$ cat src/ctbr_pkg.sv
// ----------------------------------------------------------------------------
// ctbr_pkg
// shared types and constants for the transceiver bus-off recovery block
// ----------------------------------------------------------------------------
package ctbr_pkg;

  localparam logic [1:0] FUNC_SET    = 2'd0;
  localparam logic [1:0] FUNC_NOTIFY = 2'd1;
  localparam logic [1:0] FUNC_TICK   = 2'd2;
  localparam logic [1:0] FUNC_QUERY  = 2'd3;

  localparam logic [2:0] REG_DELAY_FAST   = 3'd0;
  localparam logic [2:0] REG_DELAY_MEDIUM = 3'd1;
  localparam logic [2:0] REG_DELAY_SLOW   = 3'd2;
  localparam logic [2:0] REG_DELAY_MAX    = 3'd3;

  localparam logic [15:0] DELAY_FAST_RST   = 16'd100;
  localparam logic [15:0] DELAY_MEDIUM_RST = 16'd250;
  localparam logic [15:0] DELAY_SLOW_RST   = 16'd500;
  localparam logic [15:0] DELAY_MAX_RST    = 16'd1000;

  localparam logic [7:0]  COUNT_MAX    = 8'hFF;
  localparam logic [31:0] TCOUNT_RST   = 32'd1;

  // controller to datapath
  typedef struct packed {
    logic load;   // capture the input word
    logic exec;   // apply a non-tick word to the addressed channel
    logic walk;   // visit one channel of a tick
    logic resp;   // register the result word
  } ctbr_cmd_t;

  // datapath to controller
  typedef struct packed {
    logic walk_last;
  } ctbr_sts_t;

endpackage

$ cat src/can_transceiver_busoff_recovery.sv
// ----------------------------------------------------------------------------
// can_transceiver_busoff_recovery
// standby pin control with timed bus-off recovery for several transceivers
// ----------------------------------------------------------------------------
// sequence: set, notify and query words pass through an exec step and then the result
//   register before out_stb rises; a tick walks the channels instead, one step per channel
// a new word is taken only while busy is low, once the channel walk and the result
//   register are through with the last word
// reset: synchronous rst_n restores default delays and clears all channel state;
//   results cannot be stalled, out_stb is high for exactly one cycle per word
module can_transceiver_busoff_recovery import ctbr_pkg::*; #(
  parameter int CHANNELS = 4
) (
  input  logic        clk,
  input  logic        rst_n,
  input  logic        start,
  output logic        busy,
  input  logic [1:0]  in_func,
  input  logic [2:0]  in_channel,
  input  logic        in_mode,
  input  logic        in_bus_off,
  input  logic [31:0] in_tick_ms,
  input  logic        cfg_valid,
  output logic        cfg_ready,
  input  logic [2:0]  cfg_index,
  input  logic [15:0] cfg_data,
  output logic        out_stb,
  output logic        out_ok,
  output logic [7:0]  out_stb_levels,
  output logic        out_applied_mode_out,
  output logic        out_requested_mode_out,
  output logic        out_recovery_active_out,
  output logic [7:0]  out_recovery_count_out,
  output logic [15:0] out_recovery_delay_out,
  output logic [31:0] out_recover_at_out,
  output logic [31:0] out_transition_count_out,
  output logic [31:0] out_last_change_out
);

  ctbr_cmd_t cmd;
  ctbr_sts_t sts;

  // registers must only change while idle; the block itself does not enforce it, so the port is always open
  assign cfg_ready = 1'b1;

  ctbr_ctrl u_ctrl (
    .clk     (clk),
    .rst_n   (rst_n),
    .start   (start),
    .in_func (in_func),
    .sts     (sts),
    .cmd     (cmd),
    .busy    (busy)
  );

  ctbr_dp #(
    .CHANNELS (CHANNELS)
  ) u_dp (
    .clk                      (clk),
    .rst_n                    (rst_n),
    .cmd                      (cmd),
    .sts                      (sts),
    .in_func                  (in_func),
    .in_channel               (in_channel),
    .in_mode                  (in_mode),
    .in_bus_off               (in_bus_off),
    .in_tick_ms               (in_tick_ms),
    .cfg_we                   (cfg_valid & cfg_ready),
    .cfg_index                (cfg_index),
    .cfg_data                 (cfg_data),
    .out_stb                  (out_stb),
    .out_ok                   (out_ok),
    .out_stb_levels           (out_stb_levels),
    .out_applied_mode_out     (out_applied_mode_out),
    .out_requested_mode_out   (out_requested_mode_out),
    .out_recovery_active_out  (out_recovery_active_out),
    .out_recovery_count_out   (out_recovery_count_out),
    .out_recovery_delay_out   (out_recovery_delay_out),
    .out_recover_at_out       (out_recover_at_out),
    .out_transition_count_out (out_transition_count_out),
    .out_last_change_out      (out_last_change_out)
  );

endmodule

$ cat src/ctbr_ctrl.sv
// ----------------------------------------------------------------------------
// ctbr_ctrl
// sequencer: one exec step for commands, one step per channel for ticks
// ----------------------------------------------------------------------------
module ctbr_ctrl import ctbr_pkg::*; (
  input  logic       clk,
  input  logic       rst_n,
  input  logic       start,
  input  logic [1:0] in_func,
  input  ctbr_sts_t  sts,
  output ctbr_cmd_t  cmd,
  output logic       busy
);

  localparam logic [1:0] S_IDLE = 2'd0;
  localparam logic [1:0] S_EXEC = 2'd1;
  localparam logic [1:0] S_WALK = 2'd2;
  localparam logic [1:0] S_RESP = 2'd3;

  logic [1:0] state_r;
  logic [1:0] state_nxt;

  always_comb begin
    state_nxt = state_r;
    cmd       = '0;
    case (state_r)
      S_IDLE: begin
        if (start) begin
          cmd.load  = 1'b1;
          state_nxt = (in_func == FUNC_TICK) ? S_WALK : S_EXEC;
        end
      end
      S_EXEC: begin
        cmd.exec  = 1'b1;
        state_nxt = S_RESP;
      end
      S_WALK: begin
        cmd.walk = 1'b1;
        if (sts.walk_last) begin
          state_nxt = S_RESP;
        end
      end
      S_RESP: begin
        cmd.resp  = 1'b1;
        state_nxt = S_IDLE;
      end
      default: begin
        state_nxt = S_IDLE;
      end
    endcase
  end

  always_ff @(posedge clk) begin
    if (!rst_n) begin
      state_r <= S_IDLE;
    end else begin
      state_r <= state_nxt;
    end
  end

  assign busy = (state_r != S_IDLE);

endmodule

$ cat src/ctbr_dp.sv
// ----------------------------------------------------------------------------
// ctbr_dp
// per-channel recovery state, delay registers and result register
// ----------------------------------------------------------------------------
module ctbr_dp import ctbr_pkg::*; #(
  parameter int CHANNELS = 4
) (
  input  logic        clk,
  input  logic        rst_n,
  input  ctbr_cmd_t   cmd,
  output ctbr_sts_t   sts,
  input  logic [1:0]  in_func,
  input  logic [2:0]  in_channel,
  input  logic        in_mode,
  input  logic        in_bus_off,
  input  logic [31:0] in_tick_ms,
  input  logic        cfg_we,
  input  logic [2:0]  cfg_index,
  input  logic [15:0] cfg_data,
  output logic        out_stb,
  output logic        out_ok,
  output logic [7:0]  out_stb_levels,
  output logic        out_applied_mode_out,
  output logic        out_requested_mode_out,
  output logic        out_recovery_active_out,
  output logic [7:0]  out_recovery_count_out,
  output logic [15:0] out_recovery_delay_out,
  output logic [31:0] out_recover_at_out,
  output logic [31:0] out_transition_count_out,
  output logic [31:0] out_last_change_out
);

  localparam int IDX_W = (CHANNELS > 1) ? $clog2(CHANNELS) : 1;
  localparam logic [IDX_W-1:0] IDX_LAST = IDX_W'(CHANNELS - 1);

  // delay registers
  logic [15:0] dly_fast_r, dly_medium_r, dly_slow_r, dly_max_r;

  // captured word
  logic [1:0]       func_r;
  logic [2:0]       channel_r;
  logic             mode_r;
  logic             bus_off_r;
  logic [31:0]      tick_r;
  logic [IDX_W-1:0] idx_r;

  // per-channel state
  logic [CHANNELS-1:0] am_r, rm_r, ra_r;
  logic [31:0] rat_r   [CHANNELS];
  logic [15:0] dly_r   [CHANNELS];
  logic [7:0]  cnt_r   [CHANNELS];
  logic [31:0] tcnt_r  [CHANNELS];
  logic [31:0] last_r  [CHANNELS];

  // current channel view
  logic        cur_ra;
  logic [31:0] cur_rat;
  logic [15:0] cur_dly;
  logic [7:0]  cur_cnt;
  logic [31:0] cur_tcnt;
  logic [31:0] arm_sum;
  logic [31:0] diff;
  logic [7:0]  cnt_inc;
  logic [15:0] dly_sel;
  logic        ch_ok;
  logic [7:0]  stb_vec;

  assign cur_ra   = ra_r[idx_r];
  assign cur_rat  = rat_r[idx_r];
  assign cur_dly  = dly_r[idx_r];
  assign cur_cnt  = cnt_r[idx_r];
  assign cur_tcnt = tcnt_r[idx_r];
  assign arm_sum  = tick_r + {16'd0, cur_dly};
  assign diff     = tick_r - cur_rat;
  assign cnt_inc  = (cur_cnt == COUNT_MAX) ? COUNT_MAX : cur_cnt + 8'd1;
  assign ch_ok    = ({1'b0, channel_r} < 4'(CHANNELS));

  always_comb begin
    if (cnt_inc <= 8'd1) begin
      dly_sel = dly_fast_r;
    end else if (cnt_inc == 8'd2) begin
      dly_sel = dly_medium_r;
    end else if (cnt_inc == 8'd3) begin
      dly_sel = dly_slow_r;
    end else begin
      dly_sel = dly_max_r;
    end
  end

  always_comb begin
    stb_vec = '0;
    for (int i = 0; i < CHANNELS; i++) begin
      stb_vec[i] = am_r[i];
    end
  end

  assign sts.walk_last = (idx_r == IDX_LAST);

  always_ff @(posedge clk) begin
    if (!rst_n) begin
      dly_fast_r   <= DELAY_FAST_RST;
      dly_medium_r <= DELAY_MEDIUM_RST;
      dly_slow_r   <= DELAY_SLOW_RST;
      dly_max_r    <= DELAY_MAX_RST;
    end else if (cfg_we) begin
      case (cfg_index)
        REG_DELAY_FAST:   dly_fast_r   <= cfg_data;
        REG_DELAY_MEDIUM: dly_medium_r <= cfg_data;
        REG_DELAY_SLOW:   dly_slow_r   <= cfg_data;
        REG_DELAY_MAX:    dly_max_r    <= cfg_data;
        default: ;
      endcase
    end
  end

  always_ff @(posedge clk) begin
    if (cmd.load) begin
      func_r    <= in_func;
      channel_r <= in_channel;
      mode_r    <= in_mode;
      bus_off_r <= in_bus_off;
      tick_r    <= in_tick_ms;
    end
  end

  always_ff @(posedge clk) begin
    if (!rst_n) begin
      idx_r <= '0;
    end else if (cmd.load) begin
      idx_r <= (in_func == FUNC_TICK) ? '0 : in_channel[IDX_W-1:0];
    end else if (cmd.walk) begin
      // after the last channel point back at the addressed one for the result
      idx_r <= sts.walk_last ? channel_r[IDX_W-1:0] : idx_r + 1'b1;
    end
  end

  always_ff @(posedge clk) begin
    if (!rst_n) begin
      am_r <= '0;
      rm_r <= '0;
      ra_r <= '0;
      for (int i = 0; i < CHANNELS; i++) begin
        rat_r[i]  <= '0;
        dly_r[i]  <= '0;
        cnt_r[i]  <= '0;
        tcnt_r[i] <= TCOUNT_RST;
        last_r[i] <= '0;
      end
    end else if (cmd.walk) begin
      if (cur_ra) begin
        if (cur_rat == 32'd0) begin
          rat_r[idx_r] <= arm_sum;
        end else if (!diff[31]) begin
          am_r[idx_r]   <= 1'b0;
          rm_r[idx_r]   <= 1'b0;
          ra_r[idx_r]   <= 1'b0;
          rat_r[idx_r]  <= '0;
          last_r[idx_r] <= tick_r;
          tcnt_r[idx_r] <= cur_tcnt + 32'd1;
        end
      end
    end else if (cmd.exec && ch_ok) begin
      case (func_r)
        FUNC_SET: begin
          am_r[idx_r]   <= mode_r;
          rm_r[idx_r]   <= mode_r;
          ra_r[idx_r]   <= 1'b0;
          rat_r[idx_r]  <= '0;
          dly_r[idx_r]  <= '0;
          cnt_r[idx_r]  <= '0;
          tcnt_r[idx_r] <= cur_tcnt + 32'd1;
        end
        FUNC_NOTIFY: begin
          if (bus_off_r) begin
            am_r[idx_r]   <= 1'b1;
            rm_r[idx_r]   <= 1'b0;
            ra_r[idx_r]   <= 1'b1;
            rat_r[idx_r]  <= '0;
            cnt_r[idx_r]  <= cnt_inc;
            dly_r[idx_r]  <= dly_sel;
            tcnt_r[idx_r] <= cur_tcnt + 32'd1;
          end else begin
            ra_r[idx_r]  <= 1'b0;
            rat_r[idx_r] <= '0;
            dly_r[idx_r] <= '0;
            cnt_r[idx_r] <= '0;
          end
        end
        default: ;
      endcase
    end
  end

  always_ff @(posedge clk) begin
    if (!rst_n) begin
      out_stb <= 1'b0;
    end else begin
      out_stb <= cmd.resp;
    end
  end

  always_ff @(posedge clk) begin
    if (cmd.resp) begin
      out_ok                   <= ch_ok;
      out_stb_levels           <= stb_vec;
      out_applied_mode_out     <= ch_ok & am_r[idx_r];
      out_requested_mode_out   <= ch_ok & rm_r[idx_r];
      out_recovery_active_out  <= ch_ok & cur_ra;
      out_recovery_count_out   <= ch_ok ? cur_cnt : '0;
      out_recovery_delay_out   <= ch_ok ? cur_dly : '0;
      out_recover_at_out       <= ch_ok ? cur_rat : '0;
      out_transition_count_out <= ch_ok ? cur_tcnt : '0;
      out_last_change_out      <= ch_ok ? last_r[idx_r] : '0;
    end
  end

endmodule

$ cat config.mk
export PLATFORM = sky130hd
export DESIGN_NAME = can_transceiver_busoff_recovery
export DESIGN_NICKNAME = d
export VERILOG_FILES = /design/src/ctbr_pkg.sv /design/src/can_transceiver_busoff_recovery.sv /design/src/ctbr_ctrl.sv /design/src/ctbr_dp.sv
export SDC_FILE = /design/constraint.sdc
export NUM_CORES = 1
export LEC_CHECK = 0
export BUFFER_PORTS_ARGS = -buffer_cell sky130_fd_sc_hd__buf_2
export CAP_MARGIN = 40
export CELL_PAD_IN_SITES_DETAIL_PLACEMENT = 1
export CELL_PAD_IN_SITES_GLOBAL_PLACEMENT = 2
export CORE_MARGIN = 3
export CORE_UTILIZATION = 43
export DETAILED_ROUTE_END_ITERATION = 12
export HOLD_SLACK_MARGIN = 0.02
export PLACE_DENSITY_LB_ADDON = 0.1
export SLEW_MARGIN = 20
export SYNTH_ARGS = -nofsm -noshare
export SYNTH_HDL_FRONTEND = slang
export SYNTH_SLANG_ARGS = --single-unit
$ cat constraint.sdc
create_clock -name clk -period 7.85 [get_ports clk]
set_clock_uncertainty 0.05 [all_clocks]
set_input_delay 0.3925 -clock clk [delete_from_list [all_inputs] [get_ports clk]]
set_output_delay 0.3925 -clock clk [all_outputs]
set_load 0.1 [all_outputs]
==> flow_metrics.py <==
metrics = {
    "routing": {
        "drc": 0,
        "vias": 21116,
        "antenna_left": 0,
        "wirelength_mm": 93.02,
        "dr.pass1.iters": 5,
        "vias_per_cell": 5.655,
        "post_drt_wl_per_cell_um": 24.91,
        "drt_iter0_drc": 1641,
    },
    "cts": {
        "post_cts_buffers": 0,
        "clock_sinks": 730,
        "cts_buffers": 81,
        "cts_max_path_buffers": 3,
        "clock_latency_ns": 0.63,
        "tritoncts": "built",
        "cts.htree.levels": 3,
        "clk_pin_slew_worst_paths_ns": 0.07,
        "post_cts_resized": 0,
        "cts_root_buf": "clkbuf_16",
    },
    "sta": {
        "setup_ws_ns": 2.337,
        "rsz0062_at_grt": "false",
        "slew_viol_final": 0,
        "finalCriticalPeriod_ns": 5.513,
        "setup_viol": 0,
        "period_share_pct": 70.23,
        "hold_viol_final": 0,
        "worstMarginPinSlew_ns": 0.8419,
        "fin_setup_tns_ns": 0,
        "max_slew_margin_pct": 43.87,
        "max_freq_mhz": 181.4,
    },
    "synthesis": {
        "synthCells": 2465,
        "yosysSeqAreaShare_pct": 64.26,
        "synth_fa_ha_area_share_pct": 2.234,
        "synth_cell_type_count": 81,
        "synth_xor_xnor_area_share_pct": 1.681,
        "synth-compound-area-share_pct": 5.139,
        "synth_edf_count": 647,
        "synth_warnings": 0,
        "async_reset_ff_share_pct": 0,
        "synth-simple-area-share_pct": 14.86,
        "postSynthAreaPerCell_sq_um": 13.31,
        "ys_ff_latch": 730,
        "synth_mux_area_share_pct": 8.689,
        "synth_top_family_by_area": "simple AND/OR/NAND/NOR gates",
        "syn-cell-area_sq_mm": 0.03282,
        "ys_dominant_reg_cell": "edfxtp_1",
    },
    "power_and_ir_drop": {
        "seqPwrFrac_pct": 42.2,
        "power.density_mw_per_mm2": 297.1,
        "peakVddDrop_uv": 158.9,
        "power.internal_uw": 7506,
        "p_switching_uw": 3767,
        "swShare_pct": 33.42,
        "combPwrFrac_pct": 25.6,
        "power_frac_clock_pct": 32.2,
        "p_leak_uw": 0.01418,
    },
    "setup_path": {
        "max_stage_delay_ns": 0.80,
        "path_class": "flip-flop to flip-flop",
        "crit_chain": "mux4_2 -> inv_1 -> ha_1 -> a21o_1 -> a21o_1 -> a2111oi_1 -> o211ai_1 -> o31ai_1 -> a21oi_4 -> o21ai_4 -> buf_4 -> nand2_1 -> buf_4",
        "crit_buf_inv": 3,
        "critPathLaunchType": "flip-flop",
        "endpoint_kind": "flip-flop",
        "worst_ep_required_time_ns": 8.13,
        "critPathArrivalTime_ns": 5.80,
        "critPathMaxFanout": 33,
        "slowest_stage": "dfxtp_4",
        "cpLargestDelayFamily": "compound AO/OA/AOI/OAI gates",
    },
    "placed_design": {
        "dpl.hpwl_mm": 60.37,
        "io_buffers": 191,
        "gp_congestion": 0.8197,
        "dpl_worst_slack_ns": 2.289,
    },
    "floorplanning": {
        "fp.dieArea_sq_mm": 0.07967,
        "start_util_pct": 43.72,
        "rows": 100,
        "die_x_um": 282.3,
        "pin_count": 197,
        "fp.dieH_um": 282.3,
        "core-area_sq_mm": 0.07507,
    },
    "global_routing": {
        "grt_first_pass_wirelength_mm": 140.2,
        "grt_max_degree": 69,
        "grt_pass1_vias": 22529,
        "antenna_found_initial": 4,
        "overflow": 0,
        "grt_usage_pct": 23.49,
    },
    "finish": {
        "syn2layout_area_growth_pct": 15.61,
        "finish.net_count": 2828,
        "fill_cells": 7571,
        "layout-drive-gt1-share_pct": 19.03,
    },
    "hold_path": {
        "hp-class": "primary input to flip-flop",
    },
    "status": {
        "status": "complete, no violations",
    },
    "run": {
        "drv_cap": 0,
    },
}
==> power by group through the flow <==
stage	sequential (uW)	combinational, uW	clock (uW)
floorplan	5140	1690	0
global placement	4830	2790	0
detailed placement	4840	2860	0
CTS	4770	2900	3710
global route	4790	3120	3860
finish	4760	2890	3630
==> registers in the layout, summed over array words and instances (netlist names), 2 cells and up, named ones only <==
name,count
u_dp.last_r,128
u_dp.rat_r,128
u_dp.tcnt_r,128
u_dp.dly_r,64
u_dp.cnt_r,32
u_dp.out_last_change_out,32
u_dp.out_recover_at_out,32
u_dp.out_transition_count_out,32
u_dp.tick_r,32
u_dp.dly_fast_r,16
u_dp.dly_max_r,16
u_dp.dly_medium_r,16
u_dp.dly_slow_r,16
u_dp.out_recovery_delay_out,16
u_dp.out_recovery_count_out,8
u_dp.am_r,4
u_dp.out_stb_levels,4
u_dp.rm_r,4
u_dp.channel_r,3
u_ctrl.state_r,2
u_dp.func_r,2
u_dp.idx_r,2
==> metrics by stage <==
step / total power, uW / instance area (sq um) / hold slack, ns / cells / utilization, %
final: 11270 / 37940 / 0.1672 / 3734 / 50.54
after floorplan: 6836 / 32830 / 0.3848 / 2468 / -
after CTS: 11370 / 37900 / 0.1342 / 3730 / 50.49
after global routing: 11760 / 37940 / 0.1546 / 3733 / 50.54
after detailed placement: 7707 / 34860 / 0.4006 / 3536 / 46.44
after global placement: 7626 / 34710 / 0.3932 / 3528 / 46.23
==> cells in the mapped netlist (7+ instances only) <==
| master | instances | area (sq um) |
|---|---|---|
| a22oi_1 | 15 | 112.6 |
| o211a_1 | 14 | 140.1 |
| o21a_1 | 7 | 52.55 |
| inv_1 | 62 | 232.7 |
| buf_6 | 15 | 168.9 |
| and3_1 | 111 | 694.4 |
| nor2_1 | 404 | 1516 |
| nor3b_1 | 20 | 150.1 |
| edfxtp_1 | 647 | 19430 |
| or3_1 | 9 | 56.30 |
| nor4_1 | 9 | 56.30 |
| buf_2 | 14 | 70.07 |
| nor2b_1 | 8 | 50.05 |
| a31oi_1 | 19 | 118.9 |
| xnor2_1 | 31 | 271.5 |
| ha_1 | 57 | 713.2 |
| nand4_1 | 15 | 93.84 |
| buf_1 | 14 | 52.55 |
| mux2i_1 | 7 | 70.07 |
| a21boi_0 | 8 | 60.06 |
| nand3_1 | 59 | 295.3 |
| nand2b_1 | 9 | 56.30 |
| buf_4 | 13 | 97.59 |
| and2_1 | 126 | 788.3 |
| o31ai_1 | 9 | 67.56 |
| a21o_1 | 19 | 142.6 |
| o221ai_1 | 15 | 131.4 |
| dfxtp_1 | 83 | 1662 |
| clkbuf_1 | 82 | 307.8 |
| mux4_2 | 120 | 2703 |
| o21ai_0 | 24 | 120.1 |
| nand2_1 | 211 | 792.0 |
| a21oi_1 | 79 | 395.4 |
| nor3_1 | 7 | 35.03 |
| and4_1 | 7 | 61.31 |
| xor2_1 | 32 | 280.3 |
==> area by class of cell <==
type	count	area [sq um]	share of cell area, %
sequential	730	21100	55.61
multi-input combinational	1526	10820	28.50
clock buffer	107	2313	6.097
timing repair buffer	304	2078	5.477
tap	969	1212	3.195
inverter	65	244.0	0.6430
clock inverter	32	176.4	0.4650
antenna	1	2.502	0.006595
==> what timing repair did <==
action | CTS | global route
endpoints found under the setup margin | 0 | 0
hold buffers | 55 | 0
hold endpoints to repair | 103 | 0
==> logic make-up after synthesis <==
logic type / after synthesis
multiplexers: 134
adder cells (fa/ha/maj): 58
AO/OA/AOI/OAI: 246
flip-flops: 730
AND/OR/NAND/NOR: 1020
other: 2
buffers and inverters: 212
XOR/XNOR: 63
==> layout by cell type, fill, tap and decap left out, drive strengths merged, types with 55 or more instances in the layout <==
cell type	instances
clkbuf	107
a21oi	81
mux4	120
nand2	211
dfxtp	83
ha	57
buf	249
dlygate4sd3	55
and3	111
edfxtp	647
nand3	60
inv	67
and2	127
nor2	406
==> final timing paths <==
path / startpoint / to / slack (ns) / cells past startpoint
setup / recovery: flip-flop / u_dp.tcnt_r[0][29]$_SDFFCE_PN0P_ / 2.34 / 13
hold / removal: start / u_ctrl.state_r[1]$_SDFFE_PN0P_ / 0.17 / 3
hold reg to reg: u_dp.dly_max_r[14]$_SDFFE_PN0P_ / u_dp.dly_max_r[14]$_SDFFE_PN0P_ / 0.41 / 2
setup reg to reg: flip-flop / u_dp.tcnt_r[0][29]$_SDFFCE_PN0P_ / 2.34 / 13
==> metal layers <==
metal	up-vias	wire [um]	global-route usage, %
met5	-	23	0
met4	4	2505	6.854
met3	142	4356	3.425
met2	511	47060	41.24
met1	10939	39080	30.43
li1	9520	-	-
==> tightest hold or removal path, stage by stage <==
cell,delay [ns]
buf_2,0.11
a2bb2oi_1,0.17
a21oi_1,0.13
No activity file was read; power rests on OpenSTA's default activity.
